File: src/design/hmix_pkg.sv
// shared types, constants and the mixer microprogram
package hmix_pkg;

  localparam int MOTOR_COUNT = 6;
  localparam int CTRL_COUNT  = 4;
  localparam int MIDX_W      = 3;
  localparam int CIDX_W      = 2;
  localparam int PC_W        = 4;
  localparam int FRAC_BITS   = 27;
  localparam int VAL_W       = 16;
  localparam int PROD_W      = 32;
  localparam int ACC_W       = 34;
  localparam int SPAN_W      = 17;
  localparam int P_W         = ACC_W + SPAN_W;
  localparam int PB_W        = P_W + 1;
  localparam int CFG_AW      = 6;

  // function codes of the input stream
  localparam logic [2:0] FN_ROLL   = 3'd0;
  localparam logic [2:0] FN_PITCH  = 3'd1;
  localparam logic [2:0] FN_YAW    = 3'd2;
  localparam logic [2:0] FN_THRUST = 3'd3;
  localparam logic [2:0] FN_ARM    = 3'd4;

  // configuration register indexes
  localparam logic [2:0] REG_GEOM0   = 3'd0;
  localparam logic [2:0] REG_GEOM1   = 3'd1;
  localparam logic [2:0] REG_GEOM2   = 3'd2;
  localparam logic [2:0] REG_GEOM3   = 3'd3;
  localparam logic [2:0] REG_GEOM4   = 3'd4;
  localparam logic [2:0] REG_GEOM5   = 3'd5;
  localparam logic [2:0] REG_ESC_MIN = 3'd6;
  localparam logic [2:0] REG_ESC_MAX = 3'd7;

  // program labels
  localparam logic [PC_W-1:0] PC_MAC_LOOP = 4'd0;
  localparam logic [PC_W-1:0] PC_FIN_LOOP = 4'd7;

  typedef struct packed {
    logic              mul;
    logic [CIDX_W-1:0] sel;
    logic              acc_ld;
    logic              acc_add;
    logic              scale;
    logic              find_min;
    logic              fin;
    logic              m_inc;
    logic              jmp;
    logic [PC_W-1:0]   target;
    logic              done;
  } hmix_cw_t;

  typedef struct packed {
    hmix_cw_t          cw;
    logic [MIDX_W-1:0] m;
    logic              commit;
    logic              busy;
  } hmix_seq_t;

  function automatic hmix_cw_t prog_rom(input logic [PC_W-1:0] pc);
    hmix_cw_t w;
    w = '0;
    case (pc)
      4'd0: begin
        w.mul = 1'b1; w.sel = 2'd0;
      end
      4'd1: begin
        w.mul = 1'b1; w.sel = 2'd1; w.acc_ld = 1'b1;
      end
      4'd2: begin
        w.mul = 1'b1; w.sel = 2'd2; w.acc_add = 1'b1;
      end
      4'd3: begin
        w.mul = 1'b1; w.sel = 2'd3; w.acc_add = 1'b1;
      end
      4'd4: begin
        w.acc_add = 1'b1;
      end
      4'd5: begin
        w.scale = 1'b1;
      end
      4'd6: begin
        w.find_min = 1'b1; w.m_inc = 1'b1; w.jmp = 1'b1; w.target = PC_MAC_LOOP;
      end
      4'd7: begin
        w.fin = 1'b1; w.m_inc = 1'b1; w.jmp = 1'b1; w.target = PC_FIN_LOOP;
      end
      4'd8: begin
        w.done = 1'b1;
      end
      default: begin
        w.done = 1'b1;
      end
    endcase
    return w;
  endfunction

endpackage

File: src/design/hmix_seq.sv
// microprogram sequencer: step counter, motor counter and conditional jumps
module hmix_seq (
  input  logic              clk_i,
  input  logic              rst_ni,
  input  logic              start_i,
  input  logic              out_free_i,
  output hmix_pkg::hmix_seq_t seq_o
);
  import hmix_pkg::*;

  logic [PC_W-1:0]   pc_q, pc_d;
  logic [MIDX_W-1:0] m_q, m_d;
  logic              run_q, run_d;
  hmix_cw_t          cw;
  logic              more;

  assign cw   = prog_rom(pc_q);
  assign more = (m_q != MIDX_W'(MOTOR_COUNT - 1));

  always_comb begin
    pc_d  = pc_q;
    m_d   = m_q;
    run_d = run_q;
    if (start_i) begin
      run_d = 1'b1;
      pc_d  = '0;
      m_d   = '0;
    end else if (run_q) begin
      if (cw.done) begin
        // hold on the last step until the output register is free
        if (out_free_i) begin
          run_d = 1'b0;
          pc_d  = '0;
        end
      end else begin
        if (cw.m_inc) begin
          m_d = more ? m_q + 1'b1 : '0;
        end
        pc_d = (cw.jmp && more) ? cw.target : pc_q + 1'b1;
      end
    end
  end

  always_ff @(posedge clk_i or negedge rst_ni) begin
    if (!rst_ni) begin
      pc_q  <= '0;
      m_q   <= '0;
      run_q <= 1'b0;
    end else begin
      pc_q  <= pc_d;
      m_q   <= m_d;
      run_q <= run_d;
    end
  end

  assign seq_o.cw     = run_q ? cw : '0;
  assign seq_o.m      = m_q;
  assign seq_o.commit = run_q & cw.done & out_free_i;
  assign seq_o.busy   = run_q;

endmodule

File: src/design/hmix_dp.sv
// mixer datapath: multipliers, accumulator, scaling, minimum and clamp
module hmix_dp (
  input  logic                                         clk_i,
  input  logic                                         rst_ni,
  input  hmix_pkg::hmix_seq_t                          seq_i,
  input  logic [hmix_pkg::MOTOR_COUNT-1:0][63:0]       geom_i,
  input  logic [hmix_pkg::CTRL_COUNT-1:0][15:0]        ctrl_i,
  input  logic [15:0]                                  esc_min_i,
  input  logic [15:0]                                  esc_max_i,
  output logic [hmix_pkg::MOTOR_COUNT-1:0][15:0]       res_o
);
  import hmix_pkg::*;

  logic signed [VAL_W-1:0]  coef, cval;
  logic signed [PROD_W-1:0] prod_q;
  logic signed [ACC_W-1:0]  acc_q;
  logic signed [SPAN_W-1:0] span;
  logic signed [P_W-1:0]    p_q [MOTOR_COUNT];
  logic signed [P_W-1:0]    min_q;
  logic signed [P_W-1:0]    p_sel;
  logic signed [PB_W-1:0]   bias, pb, lim;
  logic [15:0]              fin_val;
  logic [MOTOR_COUNT-1:0][15:0] res_q;

  assign coef  = geom_i[seq_i.m][{seq_i.cw.sel, 4'b0000} +: VAL_W];
  assign cval  = ctrl_i[seq_i.cw.sel];
  assign span  = $signed({1'b0, esc_max_i}) - $signed({1'b0, esc_min_i});
  assign p_sel = p_q[seq_i.m];

  // shift everything up by the shortfall of the smallest motor
  assign bias  = min_q[P_W-1] ? PB_W'(min_q) : '0;
  assign pb    = PB_W'(p_sel) - bias;
  assign lim   = PB_W'(span) <<< FRAC_BITS;
  assign fin_val = (pb > lim) ? esc_max_i
                              : pb[FRAC_BITS +: 16] + esc_min_i;

  always_ff @(posedge clk_i or negedge rst_ni) begin
    if (!rst_ni) begin
      acc_q  <= '0;
      min_q  <= '0;
    end else begin
      if (seq_i.cw.acc_ld) begin
        acc_q <= ACC_W'(prod_q);
      end else if (seq_i.cw.acc_add) begin
        acc_q <= acc_q + ACC_W'(prod_q);
      end
      if (seq_i.cw.find_min) begin
        if (seq_i.m == '0 || p_sel < min_q) begin
          min_q <= p_sel;
        end
      end
    end
  end

  always_ff @(posedge clk_i) begin
    if (seq_i.cw.mul) begin
      prod_q <= coef * cval;
    end
    if (seq_i.cw.scale) begin
      p_q[seq_i.m] <= acc_q * span;
    end
    if (seq_i.cw.fin) begin
      res_q[seq_i.m] <= fin_val;
    end
  end

  assign res_o = res_q;

endmodule

File: src/design/hexa_motor_mixer.sv
// hexacopter motor mixer top level: stream ports, register file, output register
//
// input stream: one transaction per control update; s_axis_tuser carries the
// function code (roll, pitch, yaw, thrust, arm) and s_axis_tdata the signed
// q1.14 value. only a pitch update produces a result; the others just update
// the stored control values or the arm flag and do not start the sequencer
// output stream: one transaction per pitch update with six 16-bit motor
// commands in m_axis_tdata and the arm flag in m_axis_tuser
// a pitch transaction starts the microprogram, which walks each motor through four
// multiply-accumulates, one scaling multiply and a minimum update on the one
// shared datapath (seven steps a motor), then one bias-and-clamp step a motor,
// then a commit step that loads the output register behind m_axis_tvalid
// s_axis_tready is low while the sequencer runs, so a new pitch update is taken
// only once the last one is through; other updates are taken back to back when
// the sequencer is idle
// stall: the result sits in an output register; a new item is taken while it
// waits, and a following result holds on the commit step until it is free
// reset: control values zero, disarmed, geometry zero, esc_min 1100,
// esc_max 2000; no result pending
// configuration: apb, 64-bit data, register i at byte address 8*i, write only
// while the block is idle
module hexa_motor_mixer #(
  parameter logic [15:0] DISARMED_LEVEL = 16'd1000
) (
  input  logic                        clk_i,
  input  logic                        rst_ni,
  // input stream
  input  logic                        s_axis_tvalid,
  output logic                        s_axis_tready,
  input  logic [15:0]                 s_axis_tdata,   // value
  input  logic [2:0]                  s_axis_tuser,   // func
  // output stream
  output logic                        m_axis_tvalid,
  input  logic                        m_axis_tready,
  output logic [95:0]                 m_axis_tdata,   // motor_0 .. motor_5
  output logic [0:0]                  m_axis_tuser,   // armed_out
  // configuration port
  input  logic                        psel,
  input  logic                        penable,
  input  logic                        pwrite,
  input  logic [hmix_pkg::CFG_AW-1:0] paddr,
  input  logic [63:0]                 pwdata,
  output logic [63:0]                 prdata,
  output logic                        pready
);
  import hmix_pkg::*;

  logic [MOTOR_COUNT-1:0][63:0]  geom_q;
  logic [15:0]                   esc_min_q, esc_max_q;
  logic [CTRL_COUNT-1:0][15:0]   ctrl_q;
  logic                          armed_q;
  logic                          out_valid_q;
  logic [MOTOR_COUNT-1:0][15:0]  motor_q;
  logic                          armed_out_q;

  logic                          in_hs, cfg_wr, start, out_free;
  logic [2:0]                    reg_idx;
  hmix_seq_t                     seq;
  logic [MOTOR_COUNT-1:0][15:0]  res;

  assign pready  = 1'b1;
  assign reg_idx = paddr[CFG_AW-1:3];
  assign cfg_wr  = psel & penable & pwrite & pready;

  // register file
  always_ff @(posedge clk_i or negedge rst_ni) begin
    if (!rst_ni) begin
      geom_q    <= '0;
      esc_min_q <= 16'd1100;
      esc_max_q <= 16'd2000;
    end else if (cfg_wr) begin
      case (reg_idx)
        REG_ESC_MIN: esc_min_q <= pwdata[15:0];
        REG_ESC_MAX: esc_max_q <= pwdata[15:0];
        default:     geom_q[reg_idx] <= pwdata;
      endcase
    end
  end

  always_comb begin
    case (reg_idx)
      REG_ESC_MIN: prdata = {48'd0, esc_min_q};
      REG_ESC_MAX: prdata = {48'd0, esc_max_q};
      default:     prdata = geom_q[reg_idx];
    endcase
  end

  // control value and arm flag updates
  assign s_axis_tready = ~seq.busy;
  assign in_hs         = s_axis_tvalid & s_axis_tready;
  assign start         = in_hs & (s_axis_tuser == FN_PITCH);

  always_ff @(posedge clk_i or negedge rst_ni) begin
    if (!rst_ni) begin
      ctrl_q  <= '0;
      armed_q <= 1'b0;
    end else if (in_hs) begin
      case (s_axis_tuser)
        FN_ROLL, FN_PITCH, FN_YAW, FN_THRUST: ctrl_q[s_axis_tuser[1:0]] <= s_axis_tdata;
        FN_ARM:  armed_q <= (s_axis_tdata != 16'd0);
        default: ;
      endcase
    end
  end

  hmix_seq u_seq (
    .clk_i      (clk_i),
    .rst_ni     (rst_ni),
    .start_i    (start),
    .out_free_i (out_free),
    .seq_o      (seq)
  );

  hmix_dp u_dp (
    .clk_i     (clk_i),
    .rst_ni    (rst_ni),
    .seq_i     (seq),
    .geom_i    (geom_q),
    .ctrl_i    (ctrl_q),
    .esc_min_i (esc_min_q),
    .esc_max_i (esc_max_q),
    .res_o     (res)
  );

  // output register, freed in the same cycle the receiver takes it
  assign out_free = ~out_valid_q | m_axis_tready;

  always_ff @(posedge clk_i or negedge rst_ni) begin
    if (!rst_ni) begin
      out_valid_q <= 1'b0;
    end else if (seq.commit) begin
      out_valid_q <= 1'b1;
    end else if (m_axis_tready) begin
      out_valid_q <= 1'b0;
    end
  end

  always_ff @(posedge clk_i) begin
    if (seq.commit) begin
      for (int i = 0; i < MOTOR_COUNT; i++) begin
        motor_q[i] <= armed_q ? res[i] : DISARMED_LEVEL;
      end
      armed_out_q <= armed_q;
    end
  end

  assign m_axis_tvalid   = out_valid_q;
  assign m_axis_tdata    = motor_q;
  assign m_axis_tuser[0] = armed_out_q;

endmodule
File: config.mk
export PLATFORM = sky130hd
export DESIGN_NAME = hexa_motor_mixer
export DESIGN_NICKNAME = d
export VERILOG_FILES = /design/src/design/hmix_pkg.sv /design/src/design/hmix_seq.sv /design/src/design/hmix_dp.sv /design/src/design/hexa_motor_mixer.sv
export SDC_FILE = /design/constraint.sdc
export NUM_CORES = 2
export LEC_CHECK = 0
export ABC_AREA = 1
export BUFFER_PORTS_ARGS = -buffer_cell sky130_fd_sc_hd__buf_2
export CAP_MARGIN = 20
export CELL_PAD_IN_SITES_DETAIL_PLACEMENT = 0
export CELL_PAD_IN_SITES_GLOBAL_PLACEMENT = 1
export CORE_ASPECT_RATIO = 1.25
export CORE_UTILIZATION = 50
export CTS_BUF_LIST = sky130_fd_sc_hd__clkbuf_16
export CTS_CLUSTER_DIAMETER = 200
export CTS_CLUSTER_SIZE = 25
export DETAILED_ROUTE_END_ITERATION = 10
export GPL_TIMING_DRIVEN = 0
export HOLD_SLACK_MARGIN = 0.1
export MAX_ROUTING_LAYER = met4
export PLACE_DENSITY = 0.82
export SYNTH_ARGS = -nofsm -noshare
export SYNTH_HDL_FRONTEND = slang
export SYNTH_SLANG_ARGS = --single-unit
File: constraint.sdc
create_clock -name clk_i -period 10.2 [get_ports clk_i]
set_input_delay 2.04 -clock clk_i [delete_from_list [all_inputs] [get_ports clk_i]]
set_output_delay 2.04 -clock clk_i [all_outputs]
set_load 0.005 [all_outputs]
==> results_dict.tcl <==
set metrics [dict create \
    clock_skew_ns 0.107 \
    synth_edf_count 531 \
    rows 168 \
    cts_tree "yes" \
    nFillCells 15800 \
    drv_slew 0 \
    grt_pass1_vias 71700 \
    finalCriticalPeriod_ns 9.85 \
    clkTransAtPathRegs_ns 0.11 \
    drive_gt1_frac 0.0590 \
    clk_latency_ns 0.77 \
    critPathSlowestCell "xnor2_1" \
    r2r-start "esc_min_q[2]" \
    clock_path_buffers 3 \
    cp-startpoint "esc_min_q[2]" \
    h-tree-depth 2 \
    via_count 71900 \
    hp-class "flip-flop to flip-flop" \
    yosysTopAreaCellShare 0.193 \
    cts_setup_buffers 0 \
    grt_max_degree 115 \
    drv_cap 0 \
    grtUsageTotal 0.384 \
    gp_congestion 1.08 \
    initial_core_util 0.504 \
    layout.nets 11400 \
    path_max_fanout 10 \
    antenna_found_initial 34 \
    hp-start "u_dp.res_o[18]" \
    crit_path_frequent_cell "inv_1" \
    die_h_um 462 \
    max_freq_ghz 0.102 \
    drt_iter0_drc 8070 \
    core-area_um2 168000 \
    dp_hpwl_um 251000 \
    final.setup.worst_slack_ns 0.351 \
    synth_largest_area_cell "fa_1" \
    end_kind "flip-flop" \
    synth_top_flop_cell "dfrtp_1" \
    drc 0 \
    fin_crit_sh 0.966 \
    drt_wl_total_um 317000 \
    yosysMostFrequentCell "nand2_1" \
    portBuffers 254 \
    postRouteAntennaNets 0 \
    critical_path_class "flip-flop to flip-flop" \
    grt_overflow 0 \
    cts_sinks 1106 \
    ys_top_cells_by_count "2238 x nand2_1, 1658 x inv_1, 818 x fa_1" \
    yosys-top-cells-area "fa_1 19%, edfxtp_1 19%, dfrtp_1 17%" \
    wire_per_inst_um 25.6 \
    cp_data_required_time_ns 10.57 \
    yosysSeqAreaShare 0.358 \
    ys_seq_elements 1106 \
    die_area_um2 171000 \
    ys_warn_count 0 \
    async_reset_ff_frac 0.520 \
    syn_area_um2 84700 \
    die_x_um 370 \
    viasPerCell 5.82 \
    rsz0062_at_grt "false" \
    ioPinCount 260 \
    numCtsBuffers 50 \
    critical_path.max_stage_delay_ns 0.77 \
    cp-start-kind "flip-flop" \
    status "finished, final reports clean" \
    worstPathArrival_ns 10.22 \
    synth.distinct_cells 63 \
    syn-num-nets 11000 \
    cts_root_buffer "clkbuf_16" \
    grt_pass1_wl_um 465000 \
    worst_pin_slew_ns 1.40 \
    setup_viol 0 \
    slew_headroom 0.0693 \
    area_delta_synth_final_pct 7.80 \
    drt_first_pass_iters 8 \
    hold_viol 0 \
    dp_slack_ns 0.418 \
    netlist_instances 9717 \
    avgSynthCellArea_um2 8.72 \
]
stage by stage:
stage / setup TNS, ns / instances / util / area (um2) / hold WS, ns
5_1_grt: 0 / 12400 / 0.544 / 91300 / 0.498
2_1_floorplan: 0 / 9717 / - / 84700 / 0.423
3_5_place_dp: 0 / 12200 / 0.534 / 89700 / 0.467
6_report: 0 / 12400 / 0.544 / 91300 / 0.467
3_3_place_gp: -3188.64 / 12200 / 0.528 / 88700 / 0.458
4_1_cts: 0 / 12300 / 0.542 / 91100 / 0.480
area by class of cell:
class	count	area, um2	share of cell area
diodes	30	75.1	0.000822
well taps	2210	2770	0.0303
multi-input cells	6504	46400	0.508
clock inverters	31	200	0.00219
plain buffers	418	1690	0.0185
inverters	1689	6340	0.0694
flip-flops and latches	1106	30300	0.332
repair buffers	322	2220	0.0243
clock buffers	50	1250	0.0137
registers in the layout, indices dropped and copies added, names as in the netlist:
register	flops
u_dp.prod_q	32
u_seq.pc_q	4
m_axis_tdata	96
esc_min_q	16
esc_max_q	16
armed_q	1
u_dp.res_o	96
m_axis_tvalid	1
u_dp.min_q	51
m_axis_tuser	1
u_dp.p_q	306
u_dp.acc_q	34
u_seq.m_q	3
u_seq.run_q	1
ctrl_q	64
geom_q	384
cells in the final DEF (no fill, tap or decap), types with 24 or more instances in the layout:
master	count
nand2_1	2238
inv_1	1683
fa_1	818
o21ai_0	802
nor2_1	721
dfrtp_1	565
edfxtp_1	531
ha_1	394
a21oi_1	343
buf_2	335
clkbuf_1	310
nand3_1	284
o22ai_1	97
xor2_1	91
nand4_1	87
a22oi_1	83
o211ai_1	63
or2_2	59
xnor2_1	57
clkbuf_16	50
o2111ai_1	44
o221ai_1	39
a221oi_1	37
nor3_1	32
diode_2	30
a21o_1	29
a31oi_1	25
buf_6	25
inv_2	24
critical path: cells and delay by family, from the launching register on:
kind	cells	cell delay (ns)
compound gates	6	1.31
xor+xnor	1	0.77
fa+ha+maj	8	3.69
buf+inv	9	1.57
flops	1	0.61
simple gates	10	1.46
path summary, 6_finish.rpt:
path | end | slack, ns | cells past startpoint
max reg2reg | u_dp.p_q[5][24] | 0.35 | 34
max | u_dp.p_q[5][24] | 0.35 | 34
max in group asynchronous | u_dp.min_q[6] | 7.46 | 3
min reg2reg | m_axis_tdata[18] | 0.47 | 2
min | m_axis_tdata[18] | 0.47 | 2
min in group asynchronous | ctrl_q[44] | 1.14 | 1
logic make-up after synthesis:
logic type / after synthesis / share of synthesized area
AOI/OAI and AO/OA: 1668 / 0.115
DFF: 1106 / 0.358
adders and majority gates: 1212 / 0.252
other: 1 / 0.0000443
buffers and inverters: 2107 / 0.0948
and+or+nand+nor: 3474 / 0.165
xor gates and xnor gates: 149 / 0.0154
per-layer routing:
layer / share of wire / routed length (um) / track usage / vias to the layer above
met5: 0 / 0 / - / -
met4: 0.062 / 19700 / 0.192 / 0
met3: 0.095 / 30000 / 0.0803 / 891
met2: 0.46 / 147000 / 0.604 / 3566
met1: 0.38 / 120000 / 0.468 / 35600
li1: - / - / - / 31800
repair_timing:
action / CTS / global route
endpoints found under the setup margin: 0 / 33
hold buffers: 0 / 0
resized for setup: 0 / 3
Power is not shown: default switching activity piles up to over one toggle a cycle in this logic, so the estimate is an artifact.
